## src/hw/rtl/sfq_pkg.sv

```systemverilog
// Shared constants and types for the symmetric Q15 FIR filter.
package sfq_pkg;

  localparam int SAMPLE_W      = 16;
  localparam int TAP_W         = 16;
  localparam int PRESUM_W      = SAMPLE_W + 1;
  localparam int PROD_W        = PRESUM_W + TAP_W;
  localparam int DATA_W        = 64;
  localparam int TAP_WORDS     = 4;
  localparam int TAPS_PER_WORD = DATA_W / TAP_W;
  localparam int REG_IDX_LSB   = 3;
  localparam int ADDR_W        = REG_IDX_LSB + $clog2(TAP_WORDS);

  localparam int TAP_COUNT_DEFAULT = 16;
  localparam int HDL_DELAY_DEFAULT = 4;

  // Output scaling: divide by 32767 after a signed remainder modulo 32768*32767.
  localparam int SCALE_DIV    = 32767;
  localparam int ROUND_BIAS   = (SCALE_DIV - 1) / 2;
  localparam int WRAP_MOD     = 32768 * SCALE_DIV;
  localparam int FOLD_SHIFT   = 30;
  localparam int FOLD_GAIN    = 15;
  localparam int FOLD_W       = FOLD_SHIFT + 1;
  localparam int QUOT_SHIFT   = 15;
  localparam int SCALE_STAGES = 5;

  typedef struct packed {
    logic shift;
    logic advance;
  } sfq_ctrl_t;

endpackage

```

## src/hw/rtl/sfq_add_tree.sv

```systemverilog
// Registered binary adder tree over the cell products.
module sfq_add_tree import sfq_pkg::*; #(
  parameter int NUM_IN = TAP_COUNT_DEFAULT,
  parameter int IN_W   = PROD_W,
  parameter int SUM_W  = PROD_W + $clog2(TAP_COUNT_DEFAULT)
) (
  input  logic                    clk,
  input  logic                    en,
  input  logic signed [IN_W-1:0]  terms [NUM_IN],
  output logic signed [SUM_W-1:0] sum
);

  localparam int LEVELS = $clog2(NUM_IN);
  localparam int LEAVES = 1 << LEVELS;

  logic signed [SUM_W-1:0] leaf [LEAVES];
  logic signed [SUM_W-1:0] node [LEAVES-1];

  for (genvar j = 0; j < LEAVES; j++) begin : g_leaf
    if (j < NUM_IN) begin : g_used
      assign leaf[j] = SUM_W'(terms[j]);
    end else begin : g_pad
      assign leaf[j] = '0;
    end
  end

  // Heap order: node i adds children 2i+1 and 2i+2; the bottom row reads the leaves.
  for (genvar i = 0; i < LEAVES - 1; i++) begin : g_node
    logic signed [SUM_W-1:0] lhs;
    logic signed [SUM_W-1:0] rhs;
    if (2 * i + 1 >= LEAVES - 1) begin : g_bottom
      assign lhs = leaf[2 * i + 1 - (LEAVES - 1)];
      assign rhs = leaf[2 * i + 2 - (LEAVES - 1)];
    end else begin : g_inner
      assign lhs = node[2 * i + 1];
      assign rhs = node[2 * i + 2];
    end
    always_ff @(posedge clk) begin
      if (en) begin
        node[i] <= lhs + rhs;
      end
    end
  end

  assign sum = node[0];

endmodule

```

## config.mk

```make
export PLATFORM = sky130hd
export DESIGN_NAME = sfq_add_tree
export DESIGN_NICKNAME = d
export VERILOG_FILES = /design/src/hw/rtl/sfq_pkg.sv /design/src/hw/rtl/sfq_add_tree.sv
export SDC_FILE = /design/constraint.sdc
export NUM_CORES = 1
export LEC_CHECK = 0
export ABC_CLOCK_PERIOD_IN_PS = 10300
export CAP_MARGIN = 20
export CORE_UTILIZATION = 60
export DETAILED_ROUTE_END_ITERATION = 16
export DONT_BUFFER_PORTS = 1
export HOLD_SLACK_MARGIN = 0.08
export PLACE_DENSITY = 0.79
export SLEW_MARGIN = 20
export SYNTH_ARGS = -nofsm -noshare
export SYNTH_HDL_FRONTEND = slang
export SYNTH_SLANG_ARGS = --single-unit
```

## constraint.sdc

```tcl
create_clock -name clk -period 10.3 [get_ports clk]
set_input_delay 1.03 -clock clk [delete_from_list [all_inputs] [get_ports clk]]
set_output_delay 1.03 -clock clk [all_outputs]
set_load 0.1 [all_outputs]
```

== After elaboration in Yosys (flattened, before gate mapping) ==
Memory sizes are Yosys's and may differ from the RTL's.
Index checks and enable logic that the tools add are counted.
Storage, ports and cells
  memories: 1
  RAM bits: 555
  register bits: 0
  input bits: 530
Cells by class
  add/subtract/negate cells: 15
  mux-type cells: 2
Memory list
  node: words 15, width 37, read ports 15, clocked after memory_dff 0, wr ports 15, line sfq_add_tree.sv:17  | logic signed [SUM_W-1:0] node [LEAVES-1];
Operators with widths (number)
  $add 33x33->34: 8
  $add 37x37->37: 7
  $mux 1: 2

== Depth between registers and ports, before layout ==
Gate-level depths: netlist of run 1.
  depth after elaboration: 2
  mapped depth: 13
  depth with buffers taken out: 13

== Least setup slack after synthesis of run 1 ==
No wires, ideal clock.
  path kind: input to register
  start: input terms[264] (netlist name)
  end: memory node[1][106] (netlist name) (data pin)
  buffers on the path: 0
  stages: 12
  path slack: 6219 ps
  data arrival time: 3823 ps
  setup time: 258 ps
  cells stage by stage: ha_1 fa_1 a211o_1 a2111o_1 a31oi_2 o21ai_1 a221o_1 a41oi_1 a21oi_1 a211o_1 a21oi_1 xnor2_1
RTL lines
  from (decl): line sfq_add_tree.sv:9  | input logic signed [IN_W-1:0] terms [NUM_IN],
  to (decl): line sfq_add_tree.sv:17

==> results of run 1 <==
-- placed cells by master (no fill, tap or decap), types with 42 or more instances in the layout --
cell type    n
a21o_1     245
a211oi_1    43
nor3_1      73
o21a_1      84
clkbuf_16   56
edfxtp_1   531
inv_1      129
nand2_1    216
o21bai_1    66
nand4_1     60
ha_1       508
a21oi_1    436
nor2_1     287
o21ai_0    227
nand2b_1    78
and3_1      47
nand3_1     87
nor2b_1     83
a31oi_1     42
xor2_1     121
xnor2_1    316
-- cell usage after synthesis, types with 5 or more instances --
cell type and instances:
edfxtp_1 531, ha_1 508, a21oi_1 436, xnor2_1 316, nor2_1 287, a21o_1 245, o21ai_0 227, nand2_1 216
inv_1 129, xor2_1 121, nand3_1 87, o21a_1 84, nor2b_1 83, nand2b_1 78, nor3_1 73, o21bai_1 66
clkbuf_1 60, nand4_1 60, and3_1 47, a211oi_1 43, a31oi_1 42, o211ai_1 25, o31ai_1 25, or3_1 21
a21boi_0 20, and2_1 20, a211o_1 17, or2_2 17, fa_1 15, o22ai_1 14, o311ai_0 14, nor4_1 13
a221oi_1 12, a31o_2 12, a2111oi_0 10, a311oi_1 10, a221o_1 9, o221ai_1 9, o31a_1 9, a2111o_1 7
a22oi_1 6, a41oi_1 5
-- power groups by stage --
stage | logic, mW | clock network [mW] | registers (mW)
CTS | 5.45 | 2.17 | 4.29
finish | 5.52 | 2.14 | 4.28
floorplan | 4.19 | 0 | 4.14
detailed placement | 5.40 | 0 | 4.32
global route | 6.09 | 2.24 | 4.33
global placement | 5.30 | 0 | 4.31
-- final cells by class --
cell class	instances	area (um^2)	area share
antenna	7	17.52	0.0003983
timing repair buffer	1	7.507	0.0001707
sequential	531	15950	0.3625
multi-input combinational	3377	24500	0.5570
inverter	129	484.2	0.01101
clock inverter	41	509.2	0.01158
clock buffer	63	1428	0.03246
tap	873	1092	0.02483
-- metrics by stage --
stage / std cells / utilization
6_report: 5022 / 0.6515
5_1_grt: 5017 / 0.6513
4_1_cts: 5015 / 0.6512
3_5_place_dp: 4911 / 0.6225
3_3_place_gp: 4911 / 0.6225
2_1_floorplan: 4099 / -
-- per-layer routing --
layer / vias to the layer above / part of all wire / wire (um)
met5: - / 0 / 0
li1: 15580 / - / -
met2: 1080 / 0.46 / 47950
met4: 0 / 0.028 / 2919
met1: 15140 / 0.45 / 46740
met3: 177 / 0.067 / 7047
-- cell families after synthesis --
kind of cell / Yosys count
compound gates: 1386
fa+ha+maj: 523
mux: 2
flops: 531
xor+xnor: 437
buf+inv: 191
simple gates: 1029
-- path summary, 6_finish.rpt --
kind / start / cells past startpoint / slack, ns / to
worst max-delay path: node[0][74] / 12 / 5.90 / node[0][36]
worst min-delay path: node[0][148] / 1 / 0.55 / node[0][37]
worst max register to register: node[0][74] / 12 / 5.90 / node[0][36]
worst min register to register: node[0][148] / 1 / 0.55 / node[0][37]
==> flow_summary_export.csv, run 1 <==
group,metric,value,unit
critical_path,crit_required,10.63,ns
clock_tree,cts_buffer_depth,3,
layout,fin_nets,5149,
timing,maxSlewViolCount,270,
power_and_ir_drop,seqPwrFrac,0.359,
global_routing,grt_most_used_layer,"met2",
synthesis,synth_async_sr_flop_share,0,
clock_tree,cts-resized-gates,0,
power_and_ir_drop,clock_power_share,0.179,
synthesis,synth_ff_type,"edfxtp_1",
layout,largestRegisters,"node x531",
clock_tree,postCtsSetupRepairBufs,0,
floorplanning,top_level_ports,567,
critical_path,worstPathMaxFanout,4,
placed_design,port_buffers,0,
timing,final_hold_viol_count,0,
critical_path,critical_path.slowest_cell,"a311oi_1",
critical_path,crit_path_cell_trace,"ha_1 -> fa_1 -> a211oi_1 -> o21bai_1 -> a31oi_1 -> o31ai_1 -> a21oi_1 -> o21ai_0 -> a311oi_1 -> o21ai_0 -> mux2i_1 -> a2111oi_0",
floorplanning,core_area,0.06751,mm^2
synthesis,synth-adder-area-share,0.1617,
placed_design,gp_congestion,0.9654,
clock_tree,cts_sinks,531,
synthesis,yosys.area.top_type,"edfxtp_1",
power_and_ir_drop,static_leakage,18.11,nW
synthesis,syn-cell-area,0.04116,mm^2
synthesis,simple_logic_cell_fraction_of_the_synthesized_area,0.1226,
power_and_ir_drop,switching_share,0.4130,
floorplanning,chipHeight,263.9,um
floorplanning,row_count,95,
global_routing,grt_pass1_wl,161800,um
timing,post_route_clock_period_utilization,0.4275,
power_and_ir_drop,comb_power_share,0.462,
floorplanning,initial_core_utilization,0.6097,
clock_tree,numCtsBuffers,56,
clock_tree,hold_buffers,0,
global_routing,gr-usage-met2,0.4701,
global_routing,grt_use_met1,0.4048,
synthesis,largest_cells_by_area_after_synthesis,"edfxtp_1 39%, ha_1 15%, xnor2_1 6.7%, a21oi_1 5.3%, a21o_1 4.5%",
layout,synthToLayoutAreaGrowth,6.851,%
global_routing,globalRouteMet3Util,0.04362,
global_routing,antenna_found_initial,6,
layout,finish.instance_area,0.04398,mm^2
routing,avgRoutedWirePerCell,20.84,um
synthesis,synth_edf_count,531,
clock_tree,clock_insertion_delay_worst_skew,0.62,ns
global_routing,globalRoute.totalOverflow,0,
placed_design,pre_cts_ws,5.621,ns
critical_path,critical_path_buf_inv_count,0,
critical_path,crit_type,"flop to flop",
power_and_ir_drop,total_power,11.94,mW
synthesis,netlist-cell-type-count,76,
timing,timing.final.setup_violations,0,
clock_tree,ctsRootBufferMaster,"clkbuf_16",
critical_path,cp_top_family,"compound AO/OA/AOI/OAI gates",
placed_design,post-dp-hpwl,83410,um
synthesis,post_synth_inst_count,4099,
floorplanning,die-width,263.9,um
critical_path,critPathCaptureType,"flop",
routing,ant_nets,0,
power_and_ir_drop,pwr_density_cell,271.4,mW/mm^2
status,failed_checks,"slew limit",
timing,worst_setup_slack_after_layout,5.897,ns
synthesis,syn_area_per_cell,10.04,um^2
routing,drc_errors,0,
timing,worst_skew,0.02400,ns
power_and_ir_drop,ir_drop,0.0002193,V
routing,first_pass_iters,6,
clock_tree,path_clk_slew,0.06,ns
layout,largest_register_ffs,531,
timing,timing.max_slew.rel_slack,-0.2932,
routing,vias,31970,
layout,n_fill_cell,5453,
layout,registers.top_by_ff_count,"node",
synthesis,synth_sequential_area_ratio,0.3874,
worst_hold_path,min_path_type,"flop to flop",
clock_tree,cts_tree,"done",
floorplanning,die_area,0.06966,mm^2
timing,tightest_slew,1.940,ns
placed_design,post_dp_cell_area,0.04203,mm^2
synthesis,synth_compound_gate_area_share,0.2175,
critical_path,setup.worst_path.start_class,"flop",
routing,vias_per_cell,6.366,
synthesis,multiplexer_fraction_of_the_synthesized_cell_area,0.0004863,
timing,clock.fmax,227.1,MHz
global_routing,grt_pass1_vias,30130,
synthesis,yosys.area_share.xor_xnor,0.09298,
synthesis,synth_top_family_by_area,"compound AO/OA/AOI/OAI gates",
synthesis,synthesized_nets,5152,
global_routing,grt_start_max_net_pins,532,
global_routing,globalRouteTotalUtil,0.2911,
synthesis,synth.ff_latch_count,531,
critical_path,critical_path.most_common_cell,"o21ai_0",
timing,fin_worst_hold_slack,0.5486,ns
routing,drt-initial-drc-count,2672,
power_and_ir_drop,p_int,7.008,mW
timing,timing.setup.tns,0,ns
synthesis,synth_top_area_frac,0.3874,
critical_path,worst-endpoint-arrival,4.74,ns
clock_tree,number_of_levels_the_h_tree_was_split_into,2,
layout,layout-drive-gt1-share,0.03211,
synthesis,yosys_warnings,0,
power_and_ir_drop,net-switching-power,4.931,mW
critical_path,cp_slowest_stage_delay,0.58,ns
run,timing.max_cap.violations,0,
routing,wirelength,104700,um
timing,post-route-min-period,4.403,ns
timing,rsz0062_at_grt,"no",
status,status,"finished, violations left",
No activity file was read; power rests on OpenSTA's default activity.
==> run 2: changes to the inputs <==
--- a/config.mk
+++ b/config.mk
@@ -5,13 +5,13 @@
 export SDC_FILE = /design/constraint.sdc
 export NUM_CORES = 1
 export LEC_CHECK = 0
-export ABC_CLOCK_PERIOD_IN_PS = 10300
+export ABC_CLOCK_PERIOD_IN_PS = 3550
 export CAP_MARGIN = 20
-export CORE_UTILIZATION = 60
+export CORE_UTILIZATION = 59
 export DETAILED_ROUTE_END_ITERATION = 16
 export DONT_BUFFER_PORTS = 1
 export HOLD_SLACK_MARGIN = 0.08
-export PLACE_DENSITY = 0.79
+export PLACE_DENSITY = 0.81
 export SLEW_MARGIN = 20
 export SYNTH_ARGS = -nofsm -noshare
 export SYNTH_HDL_FRONTEND = slang
==> constraint.sdc (replaced) <==
create_clock -name clk -period 3.55 [get_ports clk]
set_input_delay 0.355 -clock clk [delete_from_list [all_inputs] [get_ports clk]]
set_output_delay 0.355 -clock clk [all_outputs]
set_load 0.1 [all_outputs]
==> run 2 against run 1 <==
The flow still finishes with violations (slew limit). First-iteration DRC count grew 9.0%. Non-clock buffer count grew 102. Clock-buffer cell count grew 6. Critical endpoint is now node[1][178]. Largest cell class unchanged. Largest power group unchanged.
==> flow_summary_export.csv, run 2 (synthesis gave the netlist of run 1 again) <==
group,metric,value,unit
timing,clock.fmax,286.5,MHz
clock_tree,numCtsBuffers,57,
global_routing,grt_pass1_wl,161600,um
status,status,"finished, violations left",
floorplanning,top_level_ports,567,
global_routing,globalRoute.totalOverflow,0,
global_routing,grt_pass1_vias,30240,
layout,layout-drive-gt1-share,0.05566,
status,failed_checks,"slew limit",
clock_tree,clock_insertion_delay_worst_skew,0.63,ns
routing,avgRoutedWirePerCell,20.52,um
timing,worst_skew,0.02451,ns
power_and_ir_drop,pwr_density_cell,776.1,mW/mm^2
clock_tree,cts_sinks,531,
placed_design,port_buffers,0,
layout,finish.instance_area,0.04490,mm^2
critical_path,setup.worst_path.start_class,"input port",
global_routing,globalRouteTotalUtil,0.2877,
critical_path,critical_path_buf_inv_count,2,
routing,first_pass_iters,6,
critical_path,worst-endpoint-arrival,3.87,ns
timing,post_route_clock_period_utilization,0.9832,
global_routing,antenna_found_initial,5,
timing,tightest_slew,2.473,ns
floorplanning,row_count,96,
placed_design,gp_congestion,0.9774,
floorplanning,core_area,0.06883,mm^2
critical_path,crit_required,3.93,ns
layout,registers.top_by_ff_count,"node",
run,timing.max_cap.violations,0,
routing,drt-initial-drc-count,2913,
power_and_ir_drop,total_power,34.84,mW
power_and_ir_drop,ir_drop,0.0006877,V
timing,timing.max_slew.rel_slack,-0.6484,
floorplanning,initial_core_utilization,0.5981,
global_routing,grt_start_max_net_pins,525,
placed_design,post-dp-hpwl,84200,um
critical_path,critical_path.slowest_cell,"dlygate4sd3_1",
routing,vias,32580,
layout,fin_nets,5252,
timing,final_hold_viol_count,0,
critical_path,crit_path_cell_trace,"dlygate4sd3_1 -> ha_1 -> inv_1 -> fa_1 -> nor2b_1 -> o31a_1 -> o211ai_1 -> a21oi_2 -> o41a_1 -> o31a_1 -> o31ai_2 -> a21oi_1 -> o41a_1 -> xor2_1",
timing,maxSlewViolCount,419,
clock_tree,number_of_levels_the_h_tree_was_split_into,2,
clock_tree,path_clk_slew,0.07,ns
critical_path,cp_slowest_stage_delay,0.54,ns
critical_path,crit_type,"input port to flop",
critical_path,cp_top_family,"compound AO/OA/AOI/OAI gates",
timing,timing.final.setup_violations,0,
timing,post-route-min-period,3.491,ns
placed_design,post-place-cells,5050,
worst_hold_path,min_path_type,"input port to flop",
clock_tree,ctsRootBufferMaster,"clkbuf_16",
clock_tree,cts_buffer_depth,3,
floorplanning,chipHeight,266.1,um
power_and_ir_drop,static_leakage,18.55,nW
timing,fin_worst_hold_slack,0.1201,ns
floorplanning,die-width,266.1,um
routing,vias_per_cell,6.294,
layout,layout_commonest_cell,"edfxtp_1",
layout,largestRegisters,"node x531",
placed_design,post_dp_cell_area,0.04271,mm^2
routing,drc_errors,0,
critical_path,critPathCaptureType,"flop",
floorplanning,die_area,0.07083,mm^2
layout,post_layout_nonfiller_instances,5176,
clock_tree,cts_tree,"done",
routing,wirelength,106200,um
layout,synthToLayoutAreaGrowth,9.076,%
critical_path,worstPathMaxFanout,4,
layout,highest_count_cells_in_the_layout_ignoring_fill_and_taps,"531 x edfxtp_1, 508 x ha_1, 430 x a21oi_1",
layout,largest_register_ffs,531,
routing,ant_nets,0,
-- run 2: changes by cell type in the layout (fill, tap and decap cells not counted), moves of 5 or more --
cell           previous run  this run
a211oi_2                  0         6
a21oi_2                   0         6
o21ai_1                   1         8
a211oi_1                 43        37
dlygate4sd3_1             0        18
a21oi_1                 436       430
buf_4                     1        85
bufinv_16                11         6
o21ai_0                 227       219
-- run 2: through the flow --
step / utilization / TNS, ns / setup slack [ns]
2_1_floorplan: - / 0 / 0.1442
3_3_place_gp: 0.6205 / -0.3822 / -0.1876
3_5_place_dp: 0.6205 / -0.8307 / -0.2877
4_1_cts: 0.6500 / 0 / 0.02385
5_1_grt: 0.6524 / -0.07320 / -0.03126
6_report: 0.6524 / 0 / 0.05950
-- run 2: final timing paths --
| path | slack, ns | to | start | depth (start not counted) |
|---|---|---|---|---|
| worst max-delay path | 0.06 | node[1][178] | terms[165] | 14 |
| worst min-delay path | 0.12 | node[1][14] | terms[443] | 2 |
| worst max register to register | 0.17 | node[0][69] | node[0][148] | 13 |
| worst min register to register | 0.55 | node[0][0] | node[0][74] | 1 |
-- run 2: repair_timing --
item | CTS | global route
endpoints found under the setup margin | 4 | 45
hold buffers | 17 | 1
buffers inserted | 1 | 2
gates resized for setup | 5 | 34
pin swaps | 1 | 14
hold endpoints to repair | 17 | 9
-- run 2: report_power, final --
group          leakage [nW]  internal (mW)  switching [mW]
logic                  12.5           7.04            9.50
clock network         0.883           3.42            2.46
registers              5.20           9.95            2.48
-- run 2: metal layers --
metal	GRT usage	vias to the layer above	routed length, um
li1	-	15780	-
met1	0.3973	15430	47030
met2	0.4684	1197	49040
met3	0.04251	168	7219
met4	0.08434	0	2913
met5	0	-	0
-- run 2: cell type report --
| cell class | count | area [um^2] |
|---|---|---|
| Fill cell | 5495 | 23930 |
| Clock inverter | 31 | 337.8 |
| Antenna cell | 5 | 12.51 |
| Tap cell | 931 | 1165 |
| Inverter | 129 | 484.2 |
| Timing Repair Buffer | 103 | 818.3 |
| Clock buffer | 69 | 1493 |
| Multi-Input combinational cell | 3377 | 24640 |
| Sequential cell | 531 | 15950 |
