===== src/hw/rtl/sfq_pkg.sv =====
// Shared constants and types for the symmetric Q15 FIR filter.
package sfq_pkg;

  localparam int SAMPLE_W      = 16;
  localparam int TAP_W         = 16;
  localparam int PRESUM_W      = SAMPLE_W + 1;
  localparam int PROD_W        = PRESUM_W + TAP_W;
  localparam int DATA_W        = 64;
  localparam int TAP_WORDS     = 4;
  localparam int TAPS_PER_WORD = DATA_W / TAP_W;
  localparam int REG_IDX_LSB   = 3;
  localparam int ADDR_W        = REG_IDX_LSB + $clog2(TAP_WORDS);

  localparam int TAP_COUNT_DEFAULT = 16;
  localparam int HDL_DELAY_DEFAULT = 4;

  // Output scaling: divide by 32767 after a signed remainder modulo 32768*32767.
  localparam int SCALE_DIV    = 32767;
  localparam int ROUND_BIAS   = (SCALE_DIV - 1) / 2;
  localparam int WRAP_MOD     = 32768 * SCALE_DIV;
  localparam int FOLD_SHIFT   = 30;
  localparam int FOLD_GAIN    = 15;
  localparam int FOLD_W       = FOLD_SHIFT + 1;
  localparam int QUOT_SHIFT   = 15;
  localparam int SCALE_STAGES = 5;

  typedef struct packed {
    logic shift;
    logic advance;
  } sfq_ctrl_t;

endpackage


===== src/hw/rtl/sfq_tap_cell.sv =====
// One cell of the folded delay line: two samples, a pre-add and a tap multiply.
module sfq_tap_cell import sfq_pkg::*; (
  input  logic                       clk,
  input  logic                       rst,
  input  sfq_ctrl_t                  ctrl,
  input  logic signed [TAP_W-1:0]    tap,
  input  logic signed [SAMPLE_W-1:0] fwd_in,
  input  logic signed [SAMPLE_W-1:0] back_in,
  output logic signed [SAMPLE_W-1:0] fwd_out,
  output logic signed [SAMPLE_W-1:0] back_out,
  output logic signed [PROD_W-1:0]   prod
);

  logic signed [SAMPLE_W-1:0] fwd;
  logic signed [SAMPLE_W-1:0] back;
  logic signed [PRESUM_W-1:0] presum;
  logic signed [PROD_W-1:0]   mult;

  // The product uses the line contents after this cycle's shift.
  assign presum = PRESUM_W'(fwd_in) + PRESUM_W'(back_in);
  assign mult   = PROD_W'(tap) * PROD_W'(presum);

  always_ff @(posedge clk) begin
    if (rst) begin
      fwd  <= '0;
      back <= '0;
    end else if (ctrl.shift) begin
      fwd  <= fwd_in;
      back <= back_in;
    end
  end

  always_ff @(posedge clk) begin
    if (ctrl.advance) begin
      prod <= mult;
    end
  end

  assign fwd_out  = fwd;
  assign back_out = back;

endmodule


===== config.mk =====
export PLATFORM = sky130hd
export DESIGN_NAME = sfq_tap_cell
export DESIGN_NICKNAME = d
export VERILOG_FILES = /design/src/hw/rtl/sfq_pkg.sv /design/src/hw/rtl/sfq_tap_cell.sv
export SDC_FILE = /design/constraint.sdc
export NUM_CORES = 1
export LEC_CHECK = 0
export ABC_CLOCK_PERIOD_IN_PS = 19600
export BUFFER_PORTS_ARGS = -buffer_cell sky130_fd_sc_hd__buf_4
export CAP_MARGIN = 20
export CORE_UTILIZATION = 35
export DETAILED_ROUTE_END_ITERATION = 16
export GPL_ROUTABILITY_DRIVEN = 1
export PLACE_DENSITY_LB_ADDON = 0.3
export SYNTH_ARGS = -nofsm -noshare
export SYNTH_HDL_FRONTEND = slang
export SYNTH_SLANG_ARGS = --single-unit

===== constraint.sdc =====
create_clock -name clk -period 19.6 [get_ports clk]
set_input_delay 0.98 -clock clk [delete_from_list [all_inputs] [get_ports clk]]
set_output_delay 0.98 -clock clk [all_outputs]
set_load 0.005 [all_outputs]

== Yosys cells after proc, flatten, opt, wreduce, memory -nomap -nowiden ==
Cells that the tools add are included.

* Add/subtract/negate cells: 1
* Multiply operators: 1
* Divide/modulo/power cells: 0
* Order comparisons: 0
* Equal/unequal tests: 0
* Shift operators: 0
* Mux-type cells: 0
* Bitwise logic cells: 0
* Reductions and logical operators: 0

{| class="wikitable"
|+ Operators by type and width
! operator !! number
|-
| $mul A16 B17 Y33 || 1
|-
| $add A16 B16 Y17 || 1
|}

* Register bits: 65
* Bits in latches: 0
* RAM bits: 0
* Bits in read-only memories: 0
* Input bits: 52
* Output and inout bits: 65
* Word-level logic and storage cells: 5
* Memories: 0

== Logic depth before layout (Yosys ltp) ==
Gate-level depths: netlist of run 1.

* Word-level depth: 2
* Mapped depth: 32
* Depth with buffers taken out: 32

== Least setup slack after synthesis of run 1 ==
OpenSTA, ideal clock, no wires.

* Kind: input to register
* Start point: in fwd_in[0]
* End point: reg prod[31], data pin
* Arrival: 7.694 ns
* Required time: 19.345 ns
* Setup slack: 11.650 ns
* Stages on the path: 30
* Cells stage by stage: ha_1 inv_1 fa_1 nor2b_1 o21ai_1 a21boi_1 o21ai_1 a21oi_1 o21a_1 o2bb2ai_1 clkbuf_1 and2_1 fa_1 inv_1 fa_1 inv_1 fa_1 fa_1 fa_1 inv_1 fa_1 inv_1 ha_1 and3_1 o21ai_0 a21oi_1 or3_1 a21oi_1 o21ai_0 and3_1

* Word-level cells in the longest chain between the ends: 2

{| class="wikitable"
|+ RTL lines
! what !! RTL line !! text
|-
| from (decl) || sfq_tap_cell.sv:7 || <nowiki>input logic signed [SAMPLE_W-1:0] fwd_in,</nowiki>
|-
| $add A16 B16 Y17 || sfq_tap_cell.sv:20 || <nowiki>assign presum = PRESUM_W'(fwd_in) + PRESUM_W'(back_in);</nowiki>
|-
| $mul A16 B17 Y33 || sfq_tap_cell.sv:21 || <nowiki>assign mult = PROD_W'(tap) * PROD_W'(presum);</nowiki>
|-
| named net mult[31] || sfq_tap_cell.sv:17 || <nowiki>logic signed [PROD_W-1:0] mult;</nowiki>
|-
| to (signal assigned) || sfq_tap_cell.sv:35 || <nowiki>prod <= mult;</nowiki>
|-
| to (decl) || sfq_tap_cell.sv:11 || <nowiki>output logic signed [PROD_W-1:0] prod</nowiki>
|}

The timed path passes the listed nets, and every way through them passes these cells.
A chain may end at the register's enable or synchronous reset.

== Worst setup path after layout of run 1 ==
* Start point: in fwd_in[0]
* End point: reg prod[30], data pin

The elaborated chain is that of the path after synthesis.

==> PnR_summary.wiki, run 1 <==
{| class="wikitable"
! Metric !! Value
|-
| Clk Tree Root Cell || sky130_fd_sc_hd__clkbuf_16
|-
| Path class of the lowest-slack min-delay path || flop to flop
|-
| Initial DRC count || 484
|-
| Initial core utilization || 0.3557
|-
| Fraction of layout cells with a size suffix above 1 || 0.09810
|-
| Proportion of synthesized chip area in sequential cells || 0.1181
|-
| Clock edge transition at the registers on the reported setup and hold paths || 0.08 ns
|-
| Post-Synthesis Net Count || 1937
|-
| Share of flip-flops with an asynchronous set or reset after synthesis || 0
|-
| Final setup TNS || 0 ns
|-
| Count of boundary I/O pins || 117
|-
| Final cell utilization of the core || 0.3980
|-
| Slew headroom || 0.3085
|-
| Number of nets in the layout || 2004
|-
| TritonCTS clock tree || done
|-
| Mapped Area || 13810 um2
|-
| # resized after CTS || 0
|-
| Diode insertion count for antenna repair || 0
|-
| Most common library cell in the layout ignoring fill and taps || sky130_fd_sc_hd__inv_1
|-
| Worst path arrival time || 8.66 ns
|-
| Synthesized area per cell || 9.159 um2
|-
| Die span in x || 200.7 um
|-
| Cell type of the slowest stage on the worst timing path || sky130_fd_sc_hd__xnor2_2
|-
| Setup CP Type || input port to flop
|-
| Port bufs || 116
|-
| Fill cells || 3894
|-
| Global-route total usage across every layer || 0.1829
|-
| Highest Clock Rate || 0.1172 GHz
|-
| Crit share post-route || 0.4353
|-
| Pin count of the biggest net entering global routing || 37
|-
| Crit path capture type || flop
|-
| Number of vias in the routed layout || 10270
|-
| Vias in the first global route || 11100
|-
| Most instantiated flip-flop cell in the synthesis netlist || sky130_fd_sc_hd__edfxtp_1
|-
| Final setup fails || 0
|-
| Area of all placed cells without fillers || 15450 um2
|-
| Slew Viols, Final || 0
|-
| Largest stage delay on the critical path || 0.75 ns
|-
| Final weighted congestion in routability-driven placement || 0.8510
|-
| Vert. Die Dim || 200.7 um
|-
| Worst Tran Pin Value || 1.037 ns
|-
| Hold violation count in the final report || 0
|-
| Routed WL per cell || 16.49 um
|-
| Total gr overflow || 0
|-
| Number of detailed-route iterations in the first pass || 5
|-
| Post-placement cell area || 15170 um2
|-
| Die footprint || 40260 um2
|-
| Most frequent cells in the layout || sky130_fd_sc_hd__inv_1, sky130_fd_sc_hd__fa_1, sky130_fd_sc_hd__nand2_1, sky130_fd_sc_hd__buf_4, sky130_fd_sc_hd__and2_1
|-
| Area of the core || 38830 um2
|-
| Residual DRC || 0
|-
| Minimum clock period || 8.532 ns
|-
| Total wire length || 34.60 mm
|-
| Max-capacitance violation count || 0
|-
| Num CTS Buffers || 9
|-
| Post-detailed-placement half-perimeter wirelength || 27.19 mm
|-
| Post-synthesis to final-layout area growth || 11.89%
|-
| First-pass GRT wire length || 57.79 mm
|-
| Number of nets with antenna violations after routing || 0
|-
| Htree depth || 3
|-
| Antenna violations before repair || 0
|-
| FP Rows || 72
|-
| Number of warnings printed during yosys synthesis || 0
|-
| Worst Setup Start Kind || input port
|-
| Vias per cell || 4.896
|-
| Outcome || finished, final reports clean
|-
| Worst-case clock skew || 0 ns
|-
| Count of distinct cell types in the synthesized netlist || 58
|-
| Unrepaired setup endpoints after global routing || false
|-
| Post-cts hold buffer count || 0
|-
| Number of enable flip-flop cells after synthesis || 33
|-
| Biggest fanout along the worst timing path || 16
|-
| Critical path data required time || 19.73 ns
|-
| Dominant cell type by count on the critical path || sky130_fd_sc_hd__fa_1
|-
| CTS max path bufs || 2
|-
| Gate count of the mapped netlist || 1508
|-
| CTS Sinks || 65
|-
| Later-pin clock latency in the skew report || 0.36 ns
|-
| Flops & latches, synth || 65
|-
| Post-CTS setup repair buffer count || 0
|}
-- flip-flops by register name (all words and copies together), names as in the netlist --
register	flops
fwd_out	16
back_out	16
prod	33
-- worst max-delay path: cells and delay by family --
kind / cells / cell delay, ns
adder cells (fa/ha/maj): 9 / 3.83
AO/OA/AOI/OAI: 10 / 2.32
XOR/XNOR: 2 / 0.84
AND/OR/NAND/NOR: 3 / 0.37
buffers and inverters: 5 / 0.29
-- worst paths after layout --
kind          startpoint          end  slack, ns  cells after the start
min reg2reg   fwd_out[4]   fwd_out[4]       0.50                      2
min           fwd_out[4]   fwd_out[4]       0.50                      2
max reg2reg  back_out[1]  back_out[1]      18.95                      2
max            fwd_in[0]     prod[30]      11.07                     29
-- routing by layer --
| metal | GRT usage | wire, um |
|---|---|---|
| met5 | 0 | 0 |
| met2 | 0.3380 | 18400 |
| met4 | 0.05562 | 748 |
| met1 | 0.2227 | 13990 |
| met3 | 0.01883 | 1453 |
-- kinds of logic (layout without fill, tap and decap cells) --
| logic type | Yosys count | in the layout | synth area share |
|---|---|---|---|
| fa+ha+maj | 377 | 377 | 0.4921 |
| flops | 65 | 65 | 0.1181 |
| simple gates | 459 | 459 | 0.1653 |
| compound gates | 137 | 137 | 0.06477 |
| mux | 34 | 34 | 0.02473 |
| xor+xnor | 43 | 43 | 0.02727 |
| buf+inv | 393 | 465 | 0.1077 |
-- layout make-up --
| type | count | area (um2) | area share |
|---|---|---|---|
| well taps | 518 | 648.1 | 0.04194 |
| flip-flops and latches | 65 | 1632 | 0.1056 |
| inverters | 321 | 1205 | 0.07796 |
| multi-input cells | 1050 | 10720 | 0.6938 |
| clock inverters | 6 | 47.55 | 0.003076 |
| clock buffers | 10 | 239.0 | 0.01546 |
| repair buffers | 128 | 960.9 | 0.06218 |
-- cell usage after synthesis, types with 3 or more instances --
library cell               number  area (um2)
sky130_fd_sc_hd__inv_1        321        1205
sky130_fd_sc_hd__fa_1         277        5545
sky130_fd_sc_hd__nand2_1      164       615.6
sky130_fd_sc_hd__and2_1       106       663.1
sky130_fd_sc_hd__ha_1         100        1251
sky130_fd_sc_hd__nor2_1        69       259.0
sky130_fd_sc_hd__clkbuf_1      64       240.2
sky130_fd_sc_hd__a21oi_1       36       180.2
sky130_fd_sc_hd__edfxtp_1      33       991.0
sky130_fd_sc_hd__mux2i_1       33       330.3
sky130_fd_sc_hd__dfxtp_1       32       640.6
sky130_fd_sc_hd__xnor2_1       30       262.8
sky130_fd_sc_hd__nand3_1       23       115.1
sky130_fd_sc_hd__nor3_1        21       105.1
sky130_fd_sc_hd__nand2b_1      20       125.1
sky130_fd_sc_hd__nor2b_1       17       106.4
sky130_fd_sc_hd__o21ai_0       17       85.08
sky130_fd_sc_hd__a21o_1        13       97.59
sky130_fd_sc_hd__xor2_1        13       113.9
sky130_fd_sc_hd__nand4_1       10       62.56
sky130_fd_sc_hd__a31oi_1        9       56.30
sky130_fd_sc_hd__o211ai_1       7       52.55
sky130_fd_sc_hd__nor4b_1        6       52.55
sky130_fd_sc_hd__o21a_1         6       45.04
sky130_fd_sc_hd__o21ai_1        6       30.03
sky130_fd_sc_hd__o221ai_1       6       52.55
sky130_fd_sc_hd__o22ai_1        6       37.54
sky130_fd_sc_hd__or4b_1         6       60.06
sky130_fd_sc_hd__and3_1         5       31.28
sky130_fd_sc_hd__o311ai_0       5       43.79
sky130_fd_sc_hd__a211oi_1       4       30.03
sky130_fd_sc_hd__buf_2          4       20.02
sky130_fd_sc_hd__buf_1          3       11.26
sky130_fd_sc_hd__o21bai_1       3       22.52
sky130_fd_sc_hd__or3_1          3       18.77
-- through the flow --
step	setup slack, ns	std cells	hold slack (ns)
2_1_floorplan	11.65	1508	0.4850
3_3_place_gp	10.68	2082	0.4747
3_5_place_dp	10.59	2082	0.4869
4_1_cts	11.02	2098	0.5044
5_1_grt	10.51	2098	0.5319
6_report	11.07	2098	0.4974
Power of run 1 is not shown: default switching activity piles up to over one toggle a cycle in this logic, so the estimate is an artifact.
==> run 2, diff against run 1 <==
Settings changed: ABC_AREA set to 1, ABC_CLOCK_PERIOD_IN_PS 19600 to 7600.
Clock period 19.6 ns to 7.6 ns, I/O delays scaled along.
==> run 2 against run 1 <==
Compared with the run above:
- clock skew did not move
- synthesized cell count rose by 18%
- critical path type unchanged
- global-route usage rose by 2.5 points
==> PnR_summary.wiki, run 2 <==
{| class="wikitable"
! Metric !! Value
|-
| Outcome || finished, final reports clean
|-
| Number of detailed-route iterations in the first pass || 5
|-
| Diode insertion count for antenna repair || 0
|-
| Fraction of layout cells with a size suffix above 1 || 0.09968
|-
| Minimum clock period || 7.054 ns
|-
| Unrepaired setup endpoints after global routing || false
|-
| Initial DRC count || 697
|-
| Number of nets with antenna violations after routing || 0
|-
| Slew headroom || 0.3958
|-
| Global-route total usage across every layer || 0.2082
|-
| Sequential cell area || 1632 um2
|-
| CTS max path bufs || 2
|-
| Critical path data required time || 7.73 ns
|-
| Slew Viols, Final || 0
|-
| Antenna violations before repair || 0
|-
| Residual DRC || 0
|-
| Dominant cell type by count on the critical path || sky130_fd_sc_hd__inv_1
|-
| Crit path capture type || flop
|-
| Max-capacitance violation count || 0
|-
| Crit share post-route || 0.9282
|-
| Die span in x || 202.3 um
|-
| Vert. Die Dim || 202.3 um
|-
| Endpoint of the most critical register-to-register path || back_out[10]
|-
| Setup CP Type || input port to flop
|-
| Proportion of synthesized chip area in sequential cells || 0.1162
|-
| Synthesized area per cell || 7.892 um2
|-
| Pin count of the biggest net entering global routing || 36
|-
| Critical path destination || prod[32]
|-
| Biggest fanout along the worst timing path || 13
|-
| Most frequent cells in the layout || sky130_fd_sc_hd__inv_1, sky130_fd_sc_hd__nand2_1, sky130_fd_sc_hd__fa_1, sky130_fd_sc_hd__nor2_1, sky130_fd_sc_hd__buf_4
|-
| Path class of the lowest-slack min-delay path || input port to flop
|-
| Post-cts hold buffer count || 0
|-
| Num CTS Buffers || 9
|-
| R2R cell count || 2
|-
| Count of boundary I/O pins || 117
|-
| Most common library cell in the layout ignoring fill and taps || sky130_fd_sc_hd__inv_1
|-
| Fill cells || 4134
|-
| R2R Setup Slk || 6.94 ns
|-
| Share of flip-flops with an asynchronous set or reset after synthesis || 0
|-
| Start point of the critical path || fwd_in[0]
|-
| Cell type with the highest aggregate area in the netlist || sky130_fd_sc_hd__fa_1
|-
| Origin of the critical flop-to-flop path || back_out[10]
|-
| Vias in the first global route || 12710
|-
| Total gr overflow || 0
|-
| Worst-case clock skew || 0 ns
|-
| Number of warnings printed during yosys synthesis || 0
|-
| CTS Sinks || 65
|-
| Hold violation count in the final report || 0
|-
| Final setup fails || 0
|-
| Worst Tran Pin Value || 0.9053 ns
|-
| Dominant cell by count in the synthesized netlist || sky130_fd_sc_hd__inv_1
|-
| Post-CTS setup repair buffer count || 0
|-
| Number of enable flip-flop cells after synthesis || 33
|-
| Initial core utilization || 0.3542
|-
| Count of distinct cell types in the synthesized netlist || 35
|-
| Post-Synthesis Net Count || 2208
|-
| Post-synthesis to final-layout area growth || 13.12%
|-
| Highest Clock Rate || 0.1418 GHz
|-
| TritonCTS clock tree || done
|-
| Htree depth || 3
|-
| Total wire length || 39.76 mm
|-
| Flip-flop count of the largest register, all copies and words added || 33
|-
| Most instantiated flip-flop cell in the synthesis netlist || sky130_fd_sc_hd__edfxtp_1
|-
| Die footprint || 40920 um2
|-
| Later-pin clock latency in the skew report || 0.36 ns
|-
| Vias per cell || 4.809
|-
| Cell type of the slowest stage on the worst timing path || sky130_fd_sc_hd__fa_2
|-
| Final cell utilization of the core || 0.4006
|-
| Number of nets in the layout || 2320
|-
| Clk Tree Root Cell || sky130_fd_sc_hd__clkbuf_16
|-
| Mapped Area || 14040 um2
|-
| Gate count of the mapped netlist || 1779
|-
| Largest stage delay on the critical path || 0.53 ns
|-
| Post-detailed-placement half-perimeter wirelength || 34.22 mm
|-
| Total area of multi-input combinational cells || 10560 um2
|-
| # resized after CTS || 0
|-
| First-pass GRT wire length || 65.94 mm
|-
| FP Rows || 73
|-
| Top post-synthesis cells by count || sky130_fd_sc_hd__inv_1, sky130_fd_sc_hd__nand2_1, sky130_fd_sc_hd__fa_1, sky130_fd_sc_hd__nor2_1, sky130_fd_sc_hd__ha_1
|-
| Clock edge transition at the registers on the reported setup and hold paths || 0.06 ns
|-
| Worst Setup Start Kind || input port
|-
| Flops & latches, synth || 65
|-
| Port bufs || 116
|-
| Area share of the largest cell type after synthesis || 0.3950
|-
| Biggest area contributors in the synthesized netlist || sky130_fd_sc_hd__fa_1, sky130_fd_sc_hd__inv_1, sky130_fd_sc_hd__nand2_1
|-
| Largest register by flop count || prod
|-
| Routed WL per cell || 16.42 um
|-
| Worst path arrival time || 7.18 ns
|-
| Area of the core || 39640 um2
|-
| Number of vias in the routed layout || 11640
|-
| Final weighted congestion in routability-driven placement || 0.9372
|}
-- run 2: cell types whose count changed after synthesis, moves of 12 or more --
cell / before / now
sky130_fd_sc_hd__mux2i_1: 33 / 0
sky130_fd_sc_hd__clkbuf_1: 64 / 30
sky130_fd_sc_hd__a21o_1: 13 / 0
sky130_fd_sc_hd__a21oi_1: 36 / 74
sky130_fd_sc_hd__nand2_1: 164 / 409
sky130_fd_sc_hd__nand3_1: 23 / 86
sky130_fd_sc_hd__nor2b_1: 17 / 0
sky130_fd_sc_hd__inv_1: 321 / 433
sky130_fd_sc_hd__nand2b_1: 20 / 0
sky130_fd_sc_hd__xnor2_1: 30 / 5
sky130_fd_sc_hd__nor3_1: 21 / 9
sky130_fd_sc_hd__and2_1: 106 / 4
sky130_fd_sc_hd__nor2_1: 69 / 177
-- run 2: area by class of cell --
class | count | share of cell area
clock inverters | 6 | 0.003624
repair buffers | 141 | 0.06665
flip-flops and latches | 65 | 0.1027
well taps | 525 | 0.04136
clock buffers | 10 | 0.01505
multi-input cells | 1226 | 0.6647
inverters | 448 | 0.1059
-- run 2: worst min-delay path by stage --
stage              endpoint  cells after the start         start  slack [ns]
2_1_floorplan  back_out[15]                      2  back_out[15]        0.46
3_3_place_gp   back_out[11]                      2  back_out[11]        0.45
3_5_place_dp   back_out[11]                      2  back_out[11]        0.45
4_1_cts         back_out[7]                      3    back_in[7]        0.27
5_1_grt        back_out[12]                      3   back_in[12]        0.29
6_report        back_out[7]                      3    back_in[7]        0.29
-- run 2: critical path, delay by kind of cell --
| family | cells | cell delay (ns) |
|---|---|---|
| AOI/OAI and AO/OA | 1 | 0.08 |
| adders and majority gates | 9 | 3.95 |
| buffers and inverters | 8 | 0.76 |
| and+or+nand+nor | 14 | 2.02 |
-- run 2: routing by layer --
layer  part of all wire  vias to the layer above  wire length [um]  track usage
li1                   -                     5459                 -            -
met3              0.058                       64              2293      0.03096
met2               0.49                      321             19570       0.3612
met1               0.42                     5798             16760       0.2614
met4              0.029                        0              1148      0.07653
met5                  0                        -                 0            0
-- run 2: logic make-up (layout without fill, tap and decap cells) --
| logic type | after synthesis | after routing | share of synthesized area |
|---|---|---|---|
| simple gates | 724 | 724 | 0.2119 |
| xor+xnor | 26 | 26 | 0.01782 |
| compound gates | 99 | 99 | 0.03752 |
| flops | 65 | 65 | 0.1162 |
| buf+inv | 488 | 605 | 0.1324 |
| fa+ha+maj | 377 | 377 | 0.4841 |
-- run 2: per-stage QoR --
step	area, um2	TNS, ns	cells	setup WS (ns)	hold WS (ns)
floorplan	14040	0	1779	0.9539	0.4573
global placement	15580	0	2405	0.2055	0.4502
detailed placement	15580	-0.01939	2405	-0.01939	0.4526
CTS	15870	0	2421	0.3653	0.2734
global route	15880	0	2421	0.04022	0.2884
finish	15880	0	2421	0.5458	0.2892
Power of run 2 is left out for the same reason.
